$ cat src/rtl/i2cmrt_pkg.sv
// Package for the I2C master register transfer unit.
// Holds phase and role codes, command codes, status codes and the request/result types.
// No dependencies.
package i2cmrt_pkg;

    // Sequencer phases
    localparam logic [4:0] PH_IDLE        = 5'd0;
    localparam logic [4:0] PH_START_CHECK = 5'd1;
    localparam logic [4:0] PH_START_HOLD  = 5'd2;
    localparam logic [4:0] PH_START_CLAMP = 5'd3;
    localparam logic [4:0] PH_TX_DATA     = 5'd4;
    localparam logic [4:0] PH_TX_HIGH     = 5'd5;
    localparam logic [4:0] PH_TX_FALL     = 5'd6;
    localparam logic [4:0] PH_ACK_LOW     = 5'd7;
    localparam logic [4:0] PH_ACK_HIGH    = 5'd8;
    localparam logic [4:0] PH_ACK_FALL    = 5'd9;
    localparam logic [4:0] PH_FETCH       = 5'd10;
    localparam logic [4:0] PH_RS_SETUP    = 5'd11;
    localparam logic [4:0] PH_RS_HIGH     = 5'd12;
    localparam logic [4:0] PH_RX_LOW      = 5'd13;
    localparam logic [4:0] PH_RX_HIGH     = 5'd14;
    localparam logic [4:0] PH_MACK_LOW    = 5'd15;
    localparam logic [4:0] PH_MACK_HIGH   = 5'd16;
    localparam logic [4:0] PH_MACK_FALL   = 5'd17;
    localparam logic [4:0] PH_STOP_LOW    = 5'd18;
    localparam logic [4:0] PH_STOP_HIGH   = 5'd19;

    // Which byte was just sent
    localparam logic [1:0] ROLE_ADDR_W = 2'd0;
    localparam logic [1:0] ROLE_REG    = 2'd1;
    localparam logic [1:0] ROLE_ADDR_R = 2'd2;
    localparam logic [1:0] ROLE_DATA   = 2'd3;

    // Commands
    localparam logic [1:0] OP_REG_WRITE   = 2'd0;
    localparam logic [1:0] OP_REG_READ    = 2'd1;
    localparam logic [1:0] OP_DIRECT_READ = 2'd2;
    localparam logic [1:0] OP_UNDEFINED   = 2'd3;

    // Status codes
    localparam logic [1:0] ST_OK     = 2'd0;
    localparam logic [1:0] ST_BUSY   = 2'd1;
    localparam logic [1:0] ST_NO_ACK = 2'd2;

    // Configuration
    localparam int unsigned TIMEOUT_W = 10;
    localparam logic [TIMEOUT_W-1:0] TIMEOUT_RESET = 10'd250;
    localparam logic [0:0] REG_ACK_TIMEOUT = 1'b0;

    // Stream widths
    localparam int unsigned IN_TDATA_W  = 40;
    localparam int unsigned OUT_TDATA_W = 16;

    // One input tick (first member is the top bit)
    typedef struct packed {
        logic       repeated_start;
        logic [7:0] write_byte;
        logic [7:0] byte_count;
        logic [7:0] register_address;
        logic [6:0] slave_address;
        logic [1:0] operation;
        logic       start_request;
        logic       sda_in;
    } t_in_item;

    // One result tick, packed as on the output tdata
    typedef struct packed {
        logic [1:0] status;
        logic       transfer_done;
        logic       read_byte_valid;
        logic [7:0] read_byte;
        logic       byte_request;
        logic       sda_output_enable;
        logic       sda_out;
        logic       scl;
    } t_result;

endpackage

$ cat src/rtl/i2c_master_register_transfer_unit.sv
// Top level of the I2C master register transfer unit.
// Instantiates i2cmrt_cfg, i2cmrt_seq and i2cmrt_out; depends on i2cmrt_pkg.
//
// Bit-banged I2C master for register writes, register reads (with or without
// repeated start) and direct reads. Each input request is one bus tick carrying
// the sampled data line and the command; each tick yields exactly one result
// with the line drive for the next tick, byte requests, received bytes and the
// end-of-transfer status. One request is taken per clock cycle: the sequencer
// state updates in the cycle of acceptance and the result lands in a single
// output register, valid in the cycle after acceptance; the unit only pauses
// while that output register is full and not being drained. The acknowledge
// timeout is set through the APB port at address 0 (reset 250).
module i2c_master_register_transfer_unit (
    input  logic        i_clk,
    input  logic        i_rst_n,
    // input ticks
    input  logic        s_axis_tvalid,
    output logic        s_axis_tready,
    // [0] sda_in, [1] start_request, [8:2] slave_address, [16:9] register_address,
    // [24:17] byte_count, [32:25] write_byte, [33] repeated_start, [39:34] zero
    input  logic [i2cmrt_pkg::IN_TDATA_W-1:0]  s_axis_tdata,
    // [1:0] operation
    input  logic [1:0]  s_axis_tuser,
    // results
    output logic        m_axis_tvalid,
    input  logic        m_axis_tready,
    // [0] scl, [1] sda_out, [2] sda_output_enable, [3] byte_request, [11:4] read_byte,
    // [12] read_byte_valid, [13] transfer_done, [15:14] status
    output logic [i2cmrt_pkg::OUT_TDATA_W-1:0] m_axis_tdata,
    // configuration
    input  logic        psel,
    input  logic        penable,
    input  logic        pwrite,
    input  logic [2:0]  paddr,
    input  logic [31:0] pwdata,
    output logic [31:0] prdata,
    output logic        pready
);
    import i2cmrt_pkg::*;

    logic [TIMEOUT_W-1:0] ack_timeout;
    t_in_item             item;
    t_result              seq_result;
    t_result              out_result;
    logic                 accept;
    logic                 out_free;

    // Unpack the request
    always_comb begin
        item                  = '0;
        item.sda_in           = s_axis_tdata[0];
        item.start_request    = s_axis_tdata[1];
        item.operation        = s_axis_tuser;
        item.slave_address    = s_axis_tdata[8:2];
        item.register_address = s_axis_tdata[16:9];
        item.byte_count       = s_axis_tdata[24:17];
        item.write_byte       = s_axis_tdata[32:25];
        item.repeated_start   = s_axis_tdata[33];
    end

    assign s_axis_tready = out_free;
    assign accept        = s_axis_tvalid && s_axis_tready;

    i2cmrt_cfg u_cfg (
        .i_clk         (i_clk),
        .i_rst_n       (i_rst_n),
        .psel          (psel),
        .penable       (penable),
        .pwrite        (pwrite),
        .paddr         (paddr),
        .pwdata        (pwdata),
        .prdata        (prdata),
        .pready        (pready),
        .o_ack_timeout (ack_timeout)
    );

    i2cmrt_seq u_seq (
        .i_clk         (i_clk),
        .i_rst_n       (i_rst_n),
        .i_accept      (accept),
        .i_item        (item),
        .i_ack_timeout (ack_timeout),
        .o_result      (seq_result)
    );

    i2cmrt_out u_out (
        .i_clk    (i_clk),
        .i_rst_n  (i_rst_n),
        .i_load   (accept),
        .i_result (seq_result),
        .i_taken  (m_axis_tready),
        .o_free   (out_free),
        .o_valid  (m_axis_tvalid),
        .o_result (out_result)
    );

    assign m_axis_tdata = out_result;

    // A nonzero status only comes with the end of a transfer
    a_status_with_done: assert property (@(posedge i_clk) disable iff (!i_rst_n)
        (m_axis_tvalid && (out_result.status != ST_OK)) |-> out_result.transfer_done)
        else $error("status reported without transfer_done");

    // A released data line always comes with sda_out high
    a_release_high: assert property (@(posedge i_clk) disable iff (!i_rst_n)
        (m_axis_tvalid && !out_result.sda_output_enable) |-> out_result.sda_out)
        else $error("sda_out low while released");

    // Input side stalls only because a result is waiting downstream
    a_stall_cause: assert property (@(posedge i_clk) disable iff (!i_rst_n)
        !s_axis_tready |-> (m_axis_tvalid && !m_axis_tready))
        else $error("input stalled without a pending result");

    // Every accepted tick produces a result in the next cycle
    a_result_follows: assert property (@(posedge i_clk) disable iff (!i_rst_n)
        accept |=> m_axis_tvalid)
        else $error("accepted tick produced no result");

    // A received byte never coincides with a byte request
    a_rx_tx_exclusive: assert property (@(posedge i_clk) disable iff (!i_rst_n)
        m_axis_tvalid |-> !(out_result.read_byte_valid && out_result.byte_request))
        else $error("read byte and byte request in one tick");

endmodule

$ cat src/rtl/i2cmrt_cfg.sv
// APB-style configuration register bank for the I2C master register transfer unit.
// Holds the acknowledge timeout. Depends on i2cmrt_pkg.
module i2cmrt_cfg (
    input  logic                             i_clk,
    input  logic                             i_rst_n,
    input  logic                             psel,
    input  logic                             penable,
    input  logic                             pwrite,
    input  logic [2:0]                       paddr,
    input  logic [31:0]                      pwdata,
    output logic [31:0]                      prdata,
    output logic                             pready,
    output logic [i2cmrt_pkg::TIMEOUT_W-1:0] o_ack_timeout
);
    import i2cmrt_pkg::*;

    logic [TIMEOUT_W-1:0] r_ack_timeout;
    logic                 hit;

    assign hit    = (paddr[2] == REG_ACK_TIMEOUT);
    assign pready = 1'b1;

    // Register write on the access cycle
    always_ff @(posedge i_clk) begin
        if (!i_rst_n) begin
            r_ack_timeout <= TIMEOUT_RESET;
        end else if (psel && penable && pwrite && pready && hit) begin
            r_ack_timeout <= pwdata[TIMEOUT_W-1:0];
        end
    end

    // Read-back
    always_comb begin
        prdata = 32'd0;
        if (hit) begin
            prdata = {{(32-TIMEOUT_W){1'b0}}, r_ack_timeout};
        end
    end

    assign o_ack_timeout = r_ack_timeout;

endmodule

$ cat src/rtl/i2cmrt_seq.sv
// Bus sequencer of the I2C master register transfer unit: state registers,
// one-tick next-state logic and line drive. Depends on i2cmrt_pkg.
module i2cmrt_seq (
    input  logic                             i_clk,
    input  logic                             i_rst_n,
    input  logic                             i_accept,
    input  i2cmrt_pkg::t_in_item             i_item,
    input  logic [i2cmrt_pkg::TIMEOUT_W-1:0] i_ack_timeout,
    output i2cmrt_pkg::t_result              o_result
);
    import i2cmrt_pkg::*;

    logic [4:0]           r_phase,     n_phase;
    logic [2:0]           r_bit_cnt,   n_bit_cnt;
    logic [7:0]           r_shift,     n_shift;
    logic [7:0]           r_left,      n_left;
    logic [TIMEOUT_W-1:0] r_wait,      n_wait;
    logic [1:0]           r_op,        n_op;
    logic [6:0]           r_addr,      n_addr;
    logic [7:0]           r_reg,       n_reg;
    logic                 r_restart,   n_restart;
    logic [1:0]           r_role,      n_role;
    logic [1:0]           r_outcome,   n_outcome;

    logic       req;
    logic       rvalid;
    logic [7:0] rbyte;
    logic       done;
    logic [1:0] status;
    logic       drv_bit;
    logic       mack_bit;

    // Next state for one bus tick
    always_comb begin
        n_phase   = r_phase;
        n_bit_cnt = r_bit_cnt;
        n_shift   = r_shift;
        n_left    = r_left;
        n_wait    = r_wait;
        n_op      = r_op;
        n_addr    = r_addr;
        n_reg     = r_reg;
        n_restart = r_restart;
        n_role    = r_role;
        n_outcome = r_outcome;
        req       = 1'b0;
        rvalid    = 1'b0;
        rbyte     = 8'd0;
        done      = 1'b0;
        status    = ST_OK;
        case (r_phase)
            PH_IDLE: begin
                if (i_item.start_request && (i_item.operation != OP_UNDEFINED)) begin
                    n_op      = i_item.operation;
                    n_addr    = i_item.slave_address;
                    n_reg     = i_item.register_address;
                    n_restart = i_item.repeated_start;
                    n_left    = ((i_item.operation != OP_REG_WRITE) &&
                                 (i_item.byte_count == 8'd0)) ? 8'd1 : i_item.byte_count;
                    n_outcome = ST_OK;
                    n_phase   = PH_START_CHECK;
                end
            end
            PH_START_CHECK: begin
                if (!i_item.sda_in) begin
                    done    = 1'b1;
                    status  = ST_BUSY;
                    n_phase = PH_IDLE;
                end else begin
                    n_bit_cnt = 3'd0;
                    if (r_op == OP_DIRECT_READ) begin
                        n_shift = {r_addr, 1'b1};
                        n_role  = ROLE_ADDR_R;
                    end else begin
                        n_shift = {r_addr, 1'b0};
                        n_role  = ROLE_ADDR_W;
                    end
                    n_phase = PH_START_HOLD;
                end
            end
            PH_START_HOLD:  n_phase = PH_START_CLAMP;
            PH_START_CLAMP: n_phase = PH_TX_DATA;
            PH_TX_DATA:     n_phase = PH_TX_HIGH;
            PH_TX_HIGH:     n_phase = PH_TX_FALL;
            PH_TX_FALL: begin
                if (r_bit_cnt == 3'd7) begin
                    n_phase = PH_ACK_LOW;
                end else begin
                    n_shift   = {r_shift[6:0], 1'b0};
                    n_bit_cnt = r_bit_cnt + 3'd1;
                    n_phase   = PH_TX_DATA;
                end
            end
            PH_ACK_LOW: begin
                n_wait  = '0;
                n_phase = PH_ACK_HIGH;
            end
            PH_ACK_HIGH: begin
                if (!i_item.sda_in) begin
                    n_phase = PH_ACK_FALL;
                end else if (r_wait >= i_ack_timeout) begin
                    n_outcome = ST_NO_ACK;
                    n_phase   = PH_ACK_FALL;
                end else begin
                    n_wait = r_wait + 1'b1;
                end
            end
            PH_ACK_FALL: begin
                if (r_outcome != ST_OK) begin
                    n_phase = PH_STOP_LOW;
                end else if (r_role == ROLE_ADDR_W) begin
                    n_shift   = r_reg;
                    n_role    = ROLE_REG;
                    n_bit_cnt = 3'd0;
                    n_phase   = PH_TX_DATA;
                end else if ((r_role == ROLE_REG) && (r_op != OP_REG_WRITE)) begin
                    if (r_restart) begin
                        n_phase = PH_RS_SETUP;
                    end else begin
                        n_shift   = {r_addr, 1'b1};
                        n_role    = ROLE_ADDR_R;
                        n_bit_cnt = 3'd0;
                        n_phase   = PH_TX_DATA;
                    end
                end else if ((r_role == ROLE_REG) || (r_role == ROLE_DATA)) begin
                    // register write: same path after register byte and data bytes
                    if (r_left != 8'd0) begin
                        n_left  = r_left - 8'd1;
                        req     = 1'b1;
                        n_phase = PH_FETCH;
                    end else begin
                        n_phase = PH_STOP_LOW;
                    end
                end else begin
                    // read address acknowledged
                    n_shift   = 8'd0;
                    n_bit_cnt = 3'd0;
                    n_phase   = PH_RX_LOW;
                end
            end
            PH_FETCH: begin
                n_shift   = i_item.write_byte;
                n_role    = ROLE_DATA;
                n_bit_cnt = 3'd0;
                n_phase   = PH_TX_DATA;
            end
            PH_RS_SETUP: n_phase = PH_RS_HIGH;
            PH_RS_HIGH: begin
                n_shift   = {r_addr, 1'b1};
                n_role    = ROLE_ADDR_R;
                n_bit_cnt = 3'd0;
                n_phase   = PH_START_HOLD;
            end
            PH_RX_LOW: n_phase = PH_RX_HIGH;
            PH_RX_HIGH: begin
                n_shift = {r_shift[6:0], i_item.sda_in};
                if (r_bit_cnt == 3'd7) begin
                    rbyte   = n_shift;
                    rvalid  = 1'b1;
                    n_phase = PH_MACK_LOW;
                end else begin
                    n_bit_cnt = r_bit_cnt + 3'd1;
                    n_phase   = PH_RX_LOW;
                end
            end
            PH_MACK_LOW:  n_phase = PH_MACK_HIGH;
            PH_MACK_HIGH: n_phase = PH_MACK_FALL;
            PH_MACK_FALL: begin
                if (r_left > 8'd1) begin
                    n_left    = r_left - 8'd1;
                    n_shift   = 8'd0;
                    n_bit_cnt = 3'd0;
                    n_phase   = PH_RX_LOW;
                end else begin
                    n_phase = PH_STOP_LOW;
                end
            end
            PH_STOP_LOW: n_phase = PH_STOP_HIGH;
            PH_STOP_HIGH: begin
                done      = 1'b1;
                status    = r_outcome;
                n_outcome = ST_OK;
                n_phase   = PH_IDLE;
            end
            default: n_phase = PH_IDLE;
        endcase
    end

    // Line drive for the coming tick, from the new state
    assign drv_bit  = n_shift[7];
    assign mack_bit = (n_left > 8'd1) ? 1'b0 : 1'b1;

    always_comb begin
        o_result                   = '0;
        o_result.scl               = 1'b0;
        o_result.sda_out           = 1'b1;
        o_result.sda_output_enable = 1'b1;
        case (n_phase)
            PH_START_HOLD: begin
                o_result.scl     = 1'b1;
                o_result.sda_out = 1'b0;
            end
            PH_START_CLAMP: o_result.sda_out = 1'b0;
            PH_TX_DATA, PH_TX_FALL: o_result.sda_out = drv_bit;
            PH_TX_HIGH: begin
                o_result.scl     = 1'b1;
                o_result.sda_out = drv_bit;
            end
            PH_ACK_LOW, PH_ACK_FALL, PH_FETCH, PH_RX_LOW: begin
                o_result.sda_output_enable = 1'b0;
            end
            PH_ACK_HIGH, PH_RX_HIGH: begin
                o_result.scl               = 1'b1;
                o_result.sda_output_enable = 1'b0;
            end
            PH_RS_SETUP: o_result.scl = 1'b0;
            PH_MACK_LOW, PH_MACK_FALL: o_result.sda_out = mack_bit;
            PH_MACK_HIGH: begin
                o_result.scl     = 1'b1;
                o_result.sda_out = mack_bit;
            end
            PH_STOP_LOW: o_result.sda_out = 1'b0;
            PH_STOP_HIGH: begin
                o_result.scl     = 1'b1;
                o_result.sda_out = 1'b0;
            end
            default: o_result.scl = 1'b1; // idle, start check, restart high
        endcase
        o_result.byte_request    = req;
        o_result.read_byte       = rbyte;
        o_result.read_byte_valid = rvalid;
        o_result.transfer_done   = done;
        o_result.status          = status;
    end

    // State registers advance once per accepted tick
    always_ff @(posedge i_clk) begin
        if (!i_rst_n) begin
            r_phase   <= PH_IDLE;
            r_bit_cnt <= 3'd0;
            r_shift   <= 8'd0;
            r_left    <= 8'd0;
            r_wait    <= '0;
            r_op      <= OP_REG_WRITE;
            r_addr    <= 7'd0;
            r_reg     <= 8'd0;
            r_restart <= 1'b0;
            r_role    <= ROLE_ADDR_W;
            r_outcome <= ST_OK;
        end else if (i_accept) begin
            r_phase   <= n_phase;
            r_bit_cnt <= n_bit_cnt;
            r_shift   <= n_shift;
            r_left    <= n_left;
            r_wait    <= n_wait;
            r_op      <= n_op;
            r_addr    <= n_addr;
            r_reg     <= n_reg;
            r_restart <= n_restart;
            r_role    <= n_role;
            r_outcome <= n_outcome;
        end
    end

endmodule

$ cat src/rtl/i2cmrt_out.sv
// Output register stage of the I2C master register transfer unit.
// Holds one result while the downstream side stalls. Depends on i2cmrt_pkg.
module i2cmrt_out (
    input  logic                i_clk,
    input  logic                i_rst_n,
    input  logic                i_load,
    input  i2cmrt_pkg::t_result i_result,
    input  logic                i_taken,
    output logic                o_free,
    output logic                o_valid,
    output i2cmrt_pkg::t_result o_result
);
    import i2cmrt_pkg::*;

    logic    r_valid;
    t_result r_result;

    // Stage can take a new result when empty or being drained
    assign o_free = !r_valid || i_taken;

    always_ff @(posedge i_clk) begin
        if (!i_rst_n) begin
            r_valid <= 1'b0;
        end else if (i_load) begin
            r_valid <= 1'b1;
        end else if (i_taken) begin
            r_valid <= 1'b0;
        end
    end

    always_ff @(posedge i_clk) begin
        if (i_load) begin
            r_result <= i_result;
        end
    end

    assign o_valid  = r_valid;
    assign o_result = r_result;

endmodule

$ cat config.mk
export PLATFORM = sky130hd
export DESIGN_NAME = i2c_master_register_transfer_unit
export DESIGN_NICKNAME = d
export VERILOG_FILES = /design/src/rtl/i2cmrt_pkg.sv /design/src/rtl/i2c_master_register_transfer_unit.sv /design/src/rtl/i2cmrt_cfg.sv /design/src/rtl/i2cmrt_seq.sv /design/src/rtl/i2cmrt_out.sv
export SDC_FILE = /design/constraint.sdc
export NUM_CORES = 1
export LEC_CHECK = 0
export BUFFER_PORTS_ARGS = -buffer_cell sky130_fd_sc_hd__buf_2
export CAP_MARGIN = 20
export CORE_ASPECT_RATIO = 1.2
export CORE_MARGIN = 1.5
export CORE_UTILIZATION = 25
export CTS_CLUSTER_DIAMETER = 80
export DETAILED_ROUTE_END_ITERATION = 10
export PLACE_DENSITY = 0.44
export SLEW_MARGIN = 20
export SYNTH_ARGS = -nofsm -noshare
export SYNTH_HDL_FRONTEND = slang
export SYNTH_SLANG_ARGS = --single-unit
$ cat constraint.sdc
create_clock -name i_clk -period 6.1 [get_ports i_clk]
set_clock_uncertainty 0.15 [all_clocks]
set_input_delay 1.22 -clock i_clk [delete_from_list [all_inputs] [get_ports i_clk]]
set_output_delay 1.22 -clock i_clk [all_outputs]
set_load 0.02 [all_outputs]
Word level (Yosys, flattened, before mapping)
Index checks and enable logic that the tools add are counted.

Multiplexer cells: 69. Bitwise gates (word level): 3. $add $sub $neg: 3. Reductions and logical operators: 39. Order comparisons: 3. Equal/unequal tests: 54.

Operators by type and width (count): $mux W8 (16); $pmux W5 S18 (1); $eq A5 B4 Y1 const B (15); $pmux W8 S7 (1); $mux W5 (9); $eq A5 B3 Y1 const B (8); $eq A5 B5 Y1 const B (8); $mux W10 (3); $mux W2 (12); $mux W3 (8); $pmux W8 S3 (1); $eq A5 B2 Y1 const B (4); $pmux W10 S2 (1); $gt A8 B1 Y1 const B (2); $reduce_and A8 Y1 (2); $pmux W3 S5 (1); $ne A2 B2 Y1 const B (7); $reduce_or A11 Y1 (1); $add A10 B1 Y10 const B (1); $ge A10 B10 Y1 (1); $mux W1 (10); $reduce_bool A2 Y1 (5); $logic_not A8 Y1 (1); $pmux W2 S4 (1); other kinds (37) (52).

Word-level logic and storage cells: 193. Output and inout port bits: 51. Flip-flop bits (word level): 83.

Depth between registers and ports, before layout
Gate-level depths: netlist of the first run.

Depth after elaboration: 10. Depth in mapped cells: 11. Gate-level depth less buffers: 10.

By module
Synthesis of the first run repeated with hierarchy kept, for this count alone.

Cells, all modules: 650. Area, all modules: 5291.3 um2.

Modules (own cells, without submodules): i2cmrt_seq (instances 1, area each 4075.2 um2, cells an instance 549); i2cmrt_cfg (instances 1, area each 680.7 um2, cells an instance 80); i2cmrt_out (instances 1, area each 529.3 um2, cells an instance 20); i2c_master_register_transfer_unit (instances 1, area each 6.3 um2, cells an instance 1).

Worst setup path before layout of the first run
No wires, ideal clock.

Path type: input port to output port. From: in paddr[2]. To: out prdata[0]. Setup slack: 3001 ps. Arrival time: 1729 ps. Stages on the path: 2. Path through: clkbuf_1 nor2b_1.

Longest elaborated chain between the ends: 1.

Ends and longest elaborated chain: from (decl) (RTL line i2c_master_register_transfer_unit.sv:34) `input logic [2:0] paddr,`; $mux W10 (RTL line i2cmrt_cfg.sv:35) `if (hit) begin`; to (decl) (RTL line i2c_master_register_transfer_unit.sv:36) `output logic [31:0] prdata,`.

No other way between the ends.

==> results.toml, run 1 <==
[outcome]
outcome = "completed"

[route]
drcViolationCount = 0
vias = 4622
antenna_left = 0
viasPerCell = 4.85
drtIter0Drc = 311
dr.pass1.iters = 5
routedWlPerCell_um = 15.3
drt-total-wl_um = 14600

[timing]
grt_setup_unrepaired = "no"
setup_viol = 0
fmax_ghz = 0.282
setup_ws_ns = 2.55
final.setup.tns_ns = 0
final_max_slew_viol_count = 0
fin_crit_sh_pct = 58.2
tightest_slew_ns = 0.996
maxSlewHeadroom_pct = 33.6
hold_viol = 0
finalCriticalPeriod_ns = 3.55

[logic_synthesis]
postSynthAreaPerCell_um2 = 8.05
synthTopCellsByCount = "105 x nand2_1, 66 x dfxtp_1, 48 x nor2_1"
synth_cell_type_count = 72
synth_area_leaders = "dfxtp_1 26%, edfxtp_1 9.5%, nand2_1 7.8%"
synth-edff-count = 16
ys.flop_type = "dfxtp_1"
yosysTopAreaCell = "dfxtp_1"
ys_seq_elements = 82
yosysWarnings = 0
yosysTopAreaCellShare_pct = 26.2
ys_seq_area_share_pct = 35.7
yosysMostFrequentCell = "nand2_1"
synth_area_mm2 = 0.00505
netlist_instances = 627
async_flop_share_pct = 0

[clock_tree]
cts_tree = "yes"
ctsHoldBuffers = 0
path_clk_slew_ns = 0.06
insertion_delay_ns = 0.35
cts_buffer_depth = 2
cts_inserted_buffers = 9
clockRootBuffer = "clkbuf_16"
post_cts_buffers = 0
clock_sinks = 82
ctsResizeCount = 0
h-tree-depth = 3

[power]
power_density_mw_per_mm2 = 258
vdd_drop_max_uv = 102
leakagePower_nw = 2.49

[die]
die_area_mm2 = 0.0211
die_height_um = 159
coreArea_mm2 = 0.0197
num_rows = 56
initial_utilization_pct = 25.6
die_x_um = 133
io_pins = 135

[setup_path]
critPathRequiredTime_ns = 6.05
rr_worst_depth = 8
arrival_ns = 3.50
crit_path_start = "u_seq.r_phase[0]"
cp-end-kind = "flip-flop"
crit_path_end = "u_out.o_result[1]"
r2r_end = "u_out.o_result[1]"
rr_startpoint = "u_seq.r_phase[0]"
crit_type = "flip-flop to flip-flop"
reg2reg_slack_ns = 2.55
critPathLaunchType = "flip-flop"
cp_max_fo = 27

[place]
dp_slack_ns = 2.27
place_congestion = 0.868
io_buffers = 81
dp_hpwl_um = 10700

[grt]
grt_pass1_wl_um = 23700
grt-ovfl-total = 0
antenna_found_initial = 0
grt_max_degree = 58
grt_pass1_vias = 4674
grt.total_usage_pct = 14.2

[min_path]
holdCritPathClass = "flip-flop to flip-flop"

[cells_and_area]
area_delta_synth_final_pct = 18.0
drive_gt1_share_pct = 16.8
fin_nets = 786
largest_reg_flops = 16
fillers = 2147
num_antenna_cells = 0

[run]
cap_viol_max_count = 0
where the power goes:
group | internal (mW) | switching (mW)
Sequential | 0.578 | 0.0325
Combinational | 0.0953 | 0.160
Clock | 0.441 | 0.232
Total | 1.11 | 0.425
layout by cell type, fill, tap and decap left out, drive strengths merged, types with 4 or more instances in the layout:
| cell type | n |
|---|---|
| nor2 | 48 |
| a21oi | 28 |
| o211a | 18 |
| o211ai | 9 |
| o21ai | 26 |
| a211oi | 5 |
| nor3b | 6 |
| bufinv | 4 |
| and2 | 13 |
| dfxtp | 66 |
| edfxtp | 16 |
| inv | 24 |
| mux2i | 4 |
| a222oi | 6 |
| and3 | 5 |
| nor4 | 9 |
| xnor2 | 9 |
| nand2b | 9 |
| nand3 | 19 |
| buf | 87 |
| ha | 15 |
| a21boi | 27 |
| nor3 | 19 |
| clkinv | 4 |
| nor2b | 13 |
| conb | 23 |
| o21bai | 6 |
| or3 | 8 |
| clkbuf | 9 |
| nand2 | 105 |
stage by stage:
stage | power [mW] | hold WS, ns | cells | util (%) | area, um2
floorplan | 0.808 | 0.289 | 648 | - | 5130
global placement | 0.873 | 0.307 | 936 | 28.3 | 5570
detailed placement | 0.876 | 0.317 | 936 | 28.3 | 5570
CTS | 1.56 | 0.326 | 952 | 30.1 | 5940
global route | 1.61 | 0.339 | 953 | 30.2 | 5960
finish | 1.54 | 0.318 | 953 | 30.2 | 5960
area by class of cell:
type | count | area (um2) | area share [%]
multi-input cells | 482 | 2900 | 48.8
clock inverters | 7 | 141 | 2.37
repair buffers | 87 | 463 | 7.77
well taps | 261 | 327 | 5.48
clock buffers | 9 | 225 | 3.78
flip-flops and latches | 82 | 1800 | 30.3
inverters | 25 | 93.8 | 1.58
cell families (layout without fill, tap and decap cells):
family	Yosys count	in the layout	synth area share, %
simple gates	270	270	26.1
compound gates	160	160	23.2
buf+inv	84	128	8.35
flops	82	82	35.7
fa+ha+maj	15	15	3.72
xor+xnor	10	10	2.01
mux	4	4	0.793
other cells	2	23	0.149
worst min-delay path by stage:
stage	cells past startpoint	slack, ns	to	start
global route	2	0.34	u_seq.r_reg[6]	u_seq.r_reg[6]
global placement	2	0.31	u_seq.r_bit_cnt[2]	u_seq.r_bit_cnt[2]
finish	2	0.32	u_seq.r_addr[3]	u_seq.r_addr[3]
detailed placement	2	0.32	u_seq.r_addr[6]	u_seq.r_addr[6]
CTS	2	0.33	u_seq.r_reg[2]	u_seq.r_reg[2]
floorplan	2	0.29	u_seq.r_reg[7]	u_seq.r_reg[7]
metal layers:
metal / routed length (um) / GRT usage (%) / up-vias
met1: 6240 / 16.4 / 2165
li1: - / - / 2315
met2: 7390 / 25.3 / 114
met4: 362 / 6.38 / 0
met3: 607 / 3.31 / 28
met5: 0 / 0 / -
worst max-delay path: stages (launching register included):
cell      delay (ns)
dfxtp_1         0.93
nand2b_1        0.37
nor3_1          0.49
nand2_1         0.13
and3_1          0.21
or2_1           0.26
nor3_1          0.45
a311oi_1        0.12
o21bai_1        0.19
Note: power is estimated with default switching activity, not from simulation.
==> inputs of run 2 (changes only) <==
PLACE_DENSITY = 0.45   (was 0.44)
clock period = 3 ns   (was 6.1 ns; I/O delays follow)
==> run 2 against run 1 <==
  * Routed wire length grew 3.1%
  * Count of clock-buffer cells in the layout up 2
  * Largest power group is now registers
  * Via count is 2.5% higher
  * Highest routed layer unchanged
==> results.toml, run 2 (same netlist as run 1, synthesis figures left out) <==
[timing]
grt_setup_unrepaired = "no"
maxSlewHeadroom_pct = 52.9
hold_viol = 0
fmax_ghz = 0.346
final_max_slew_viol_count = 0
fin_crit_sh_pct = 96.3
setup_viol = 0
finalCriticalPeriod_ns = 2.89
tightest_slew_ns = 0.698
hold_ws_ns = 0.316

[power]
power.net_switching_uw = 875
power_density_mw_per_mm2 = 472
vdd_drop_max_uv = 262
p_int_mw = 2.08
leakagePower_nw = 2.69
power_mw = 2.95
clkPwrFrac_pct = 37.3
combinationalPowerShare_pct = 21.2
pwr-share-seq_pct = 41.4
swShare_pct = 29.6

[clock_tree]
path_clk_slew_ns = 0.06
ctsHoldBuffers = 0
clockRootBuffer = "clkbuf_16"
cts_tree = "yes"
cts_inserted_buffers = 9
insertion_delay_ns = 0.35
cts_buffer_depth = 2
h-tree-depth = 3
clock_sinks = 82

[setup_path]
critPathRequiredTime_ns = 3.04
cp-end-kind = "flip-flop"
crit_type = "flip-flop to flip-flop"
critPathLaunchType = "flip-flop"
arrival_ns = 2.93
cp_max_fo = 4

[cells_and_area]
fin_cells = 1001
final_cell_mix = "105 x nand2_1, 81 x buf_2, 65 x dfxtp_1"
final_common_cell = "nand2_1"
drive_gt1_share_pct = 22.4
utilization_pct = 31.7
fillers = 2128
area_delta_synth_final_pct = 23.8
num_antenna_cells = 0
fin_nets = 834
largest_reg_flops = 16

[grt]
grt_max_degree = 42
grt_pass1_wl_um = 24200
antenna_found_initial = 0
grt_pass1_vias = 4737
grt.total_usage_pct = 14.6
grt-ovfl-total = 0

[die]
die_height_um = 159
initial_utilization_pct = 25.6
coreArea_mm2 = 0.0197
die_area_mm2 = 0.0211
io_pins = 135
num_rows = 56
die_x_um = 133

[place]
dp_hpwl_um = 11700
place_inst = 984
place_congestion = 0.849
io_buffers = 81

[route]
routedWlPerCell_um = 15.0
antenna_left = 0
drcViolationCount = 0
drtIter0Drc = 246
dr.pass1.iters = 4
vias = 4739
viasPerCell = 4.73
drt-total-wl_um = 15100

[outcome]
outcome = "completed"

[run]
cap_viol_max_count = 0

[min_path]
holdCritPathClass = "flip-flop to flip-flop"
==> run 2: timing repair <==
item	4_1_cts	5_1_grt
setup buffers	0	1
endpoints found under the setup margin	1	2
hold endpoints to repair	0	0
resized for setup	1	3
==> run 2: through the flow <==
step / setup slack, ns / area [um2] / TNS, ns
final: 0.110 / 6250 / 0
after global routing: 0.00376 / 6250 / 0
after CTS: 0.118 / 6230 / 0
after detailed placement: 0.0296 / 5940 / 0
after global placement: -0.0229 / 5940 / -0.0229
after floorplan: 0.413 / 5130 / 0
==> run 2: layout make-up <==
cell class / instances / area, um2 / share of cell area [%]
well taps: 261 / 327 / 5.23
clock inverters: 5 / 55.1 / 0.881
inverters: 25 / 93.8 / 1.50
clock buffers: 11 / 233 / 3.72
repair buffers: 135 / 823 / 13.2
multi-input cells: 482 / 2920 / 46.6
flip-flops and latches: 82 / 1800 / 28.8
==> run 2: power groups by stage <==
stage / logic (mW) / registers (mW) / clock network (mW)
detailed placement: 0.617 / 1.25 / 0
CTS: 0.620 / 1.22 / 1.13
floorplan: 0.400 / 1.24 / 0
finish: 0.626 / 1.22 / 1.10
global route: 0.691 / 1.23 / 1.17
global placement: 0.613 / 1.25 / 0
==> run 2: metal layers <==
layer / up-vias / GRT usage (%) / wire, um
met5: - / 0 / 0
met4: 0 / 6.75 / 380
met3: 23 / 2.80 / 590
met2: 114 / 25.5 / 7410
met1: 2190 / 17.5 / 6670
li1: 2412 / - / -
==> run 2: worst max-delay path: stages (launching register included) <==
cell and delay [ns]:
dfxtp_1 0.37, inv_1 0.10, ha_1 0.21, nor3b_1 0.17, a41o_1 0.28, or4_1 0.44
and3_2 0.28, a31o_2 0.24, a311oi_1 0.32, o21bai_1 0.17
==> run 2: final timing paths <==
kind / endpoint / slack [ns] / cells after the start / startpoint
worst min register to register: u_seq.r_reg[7] / 0.32 / 2 / u_seq.r_reg[7]
worst max register to register: u_out.o_result[1] / 0.11 / 9 / u_seq.r_left[0]
worst max-delay path: u_out.o_result[1] / 0.11 / 9 / u_seq.r_left[0]
worst min-delay path: u_seq.r_reg[7] / 0.32 / 2 / u_seq.r_reg[7]
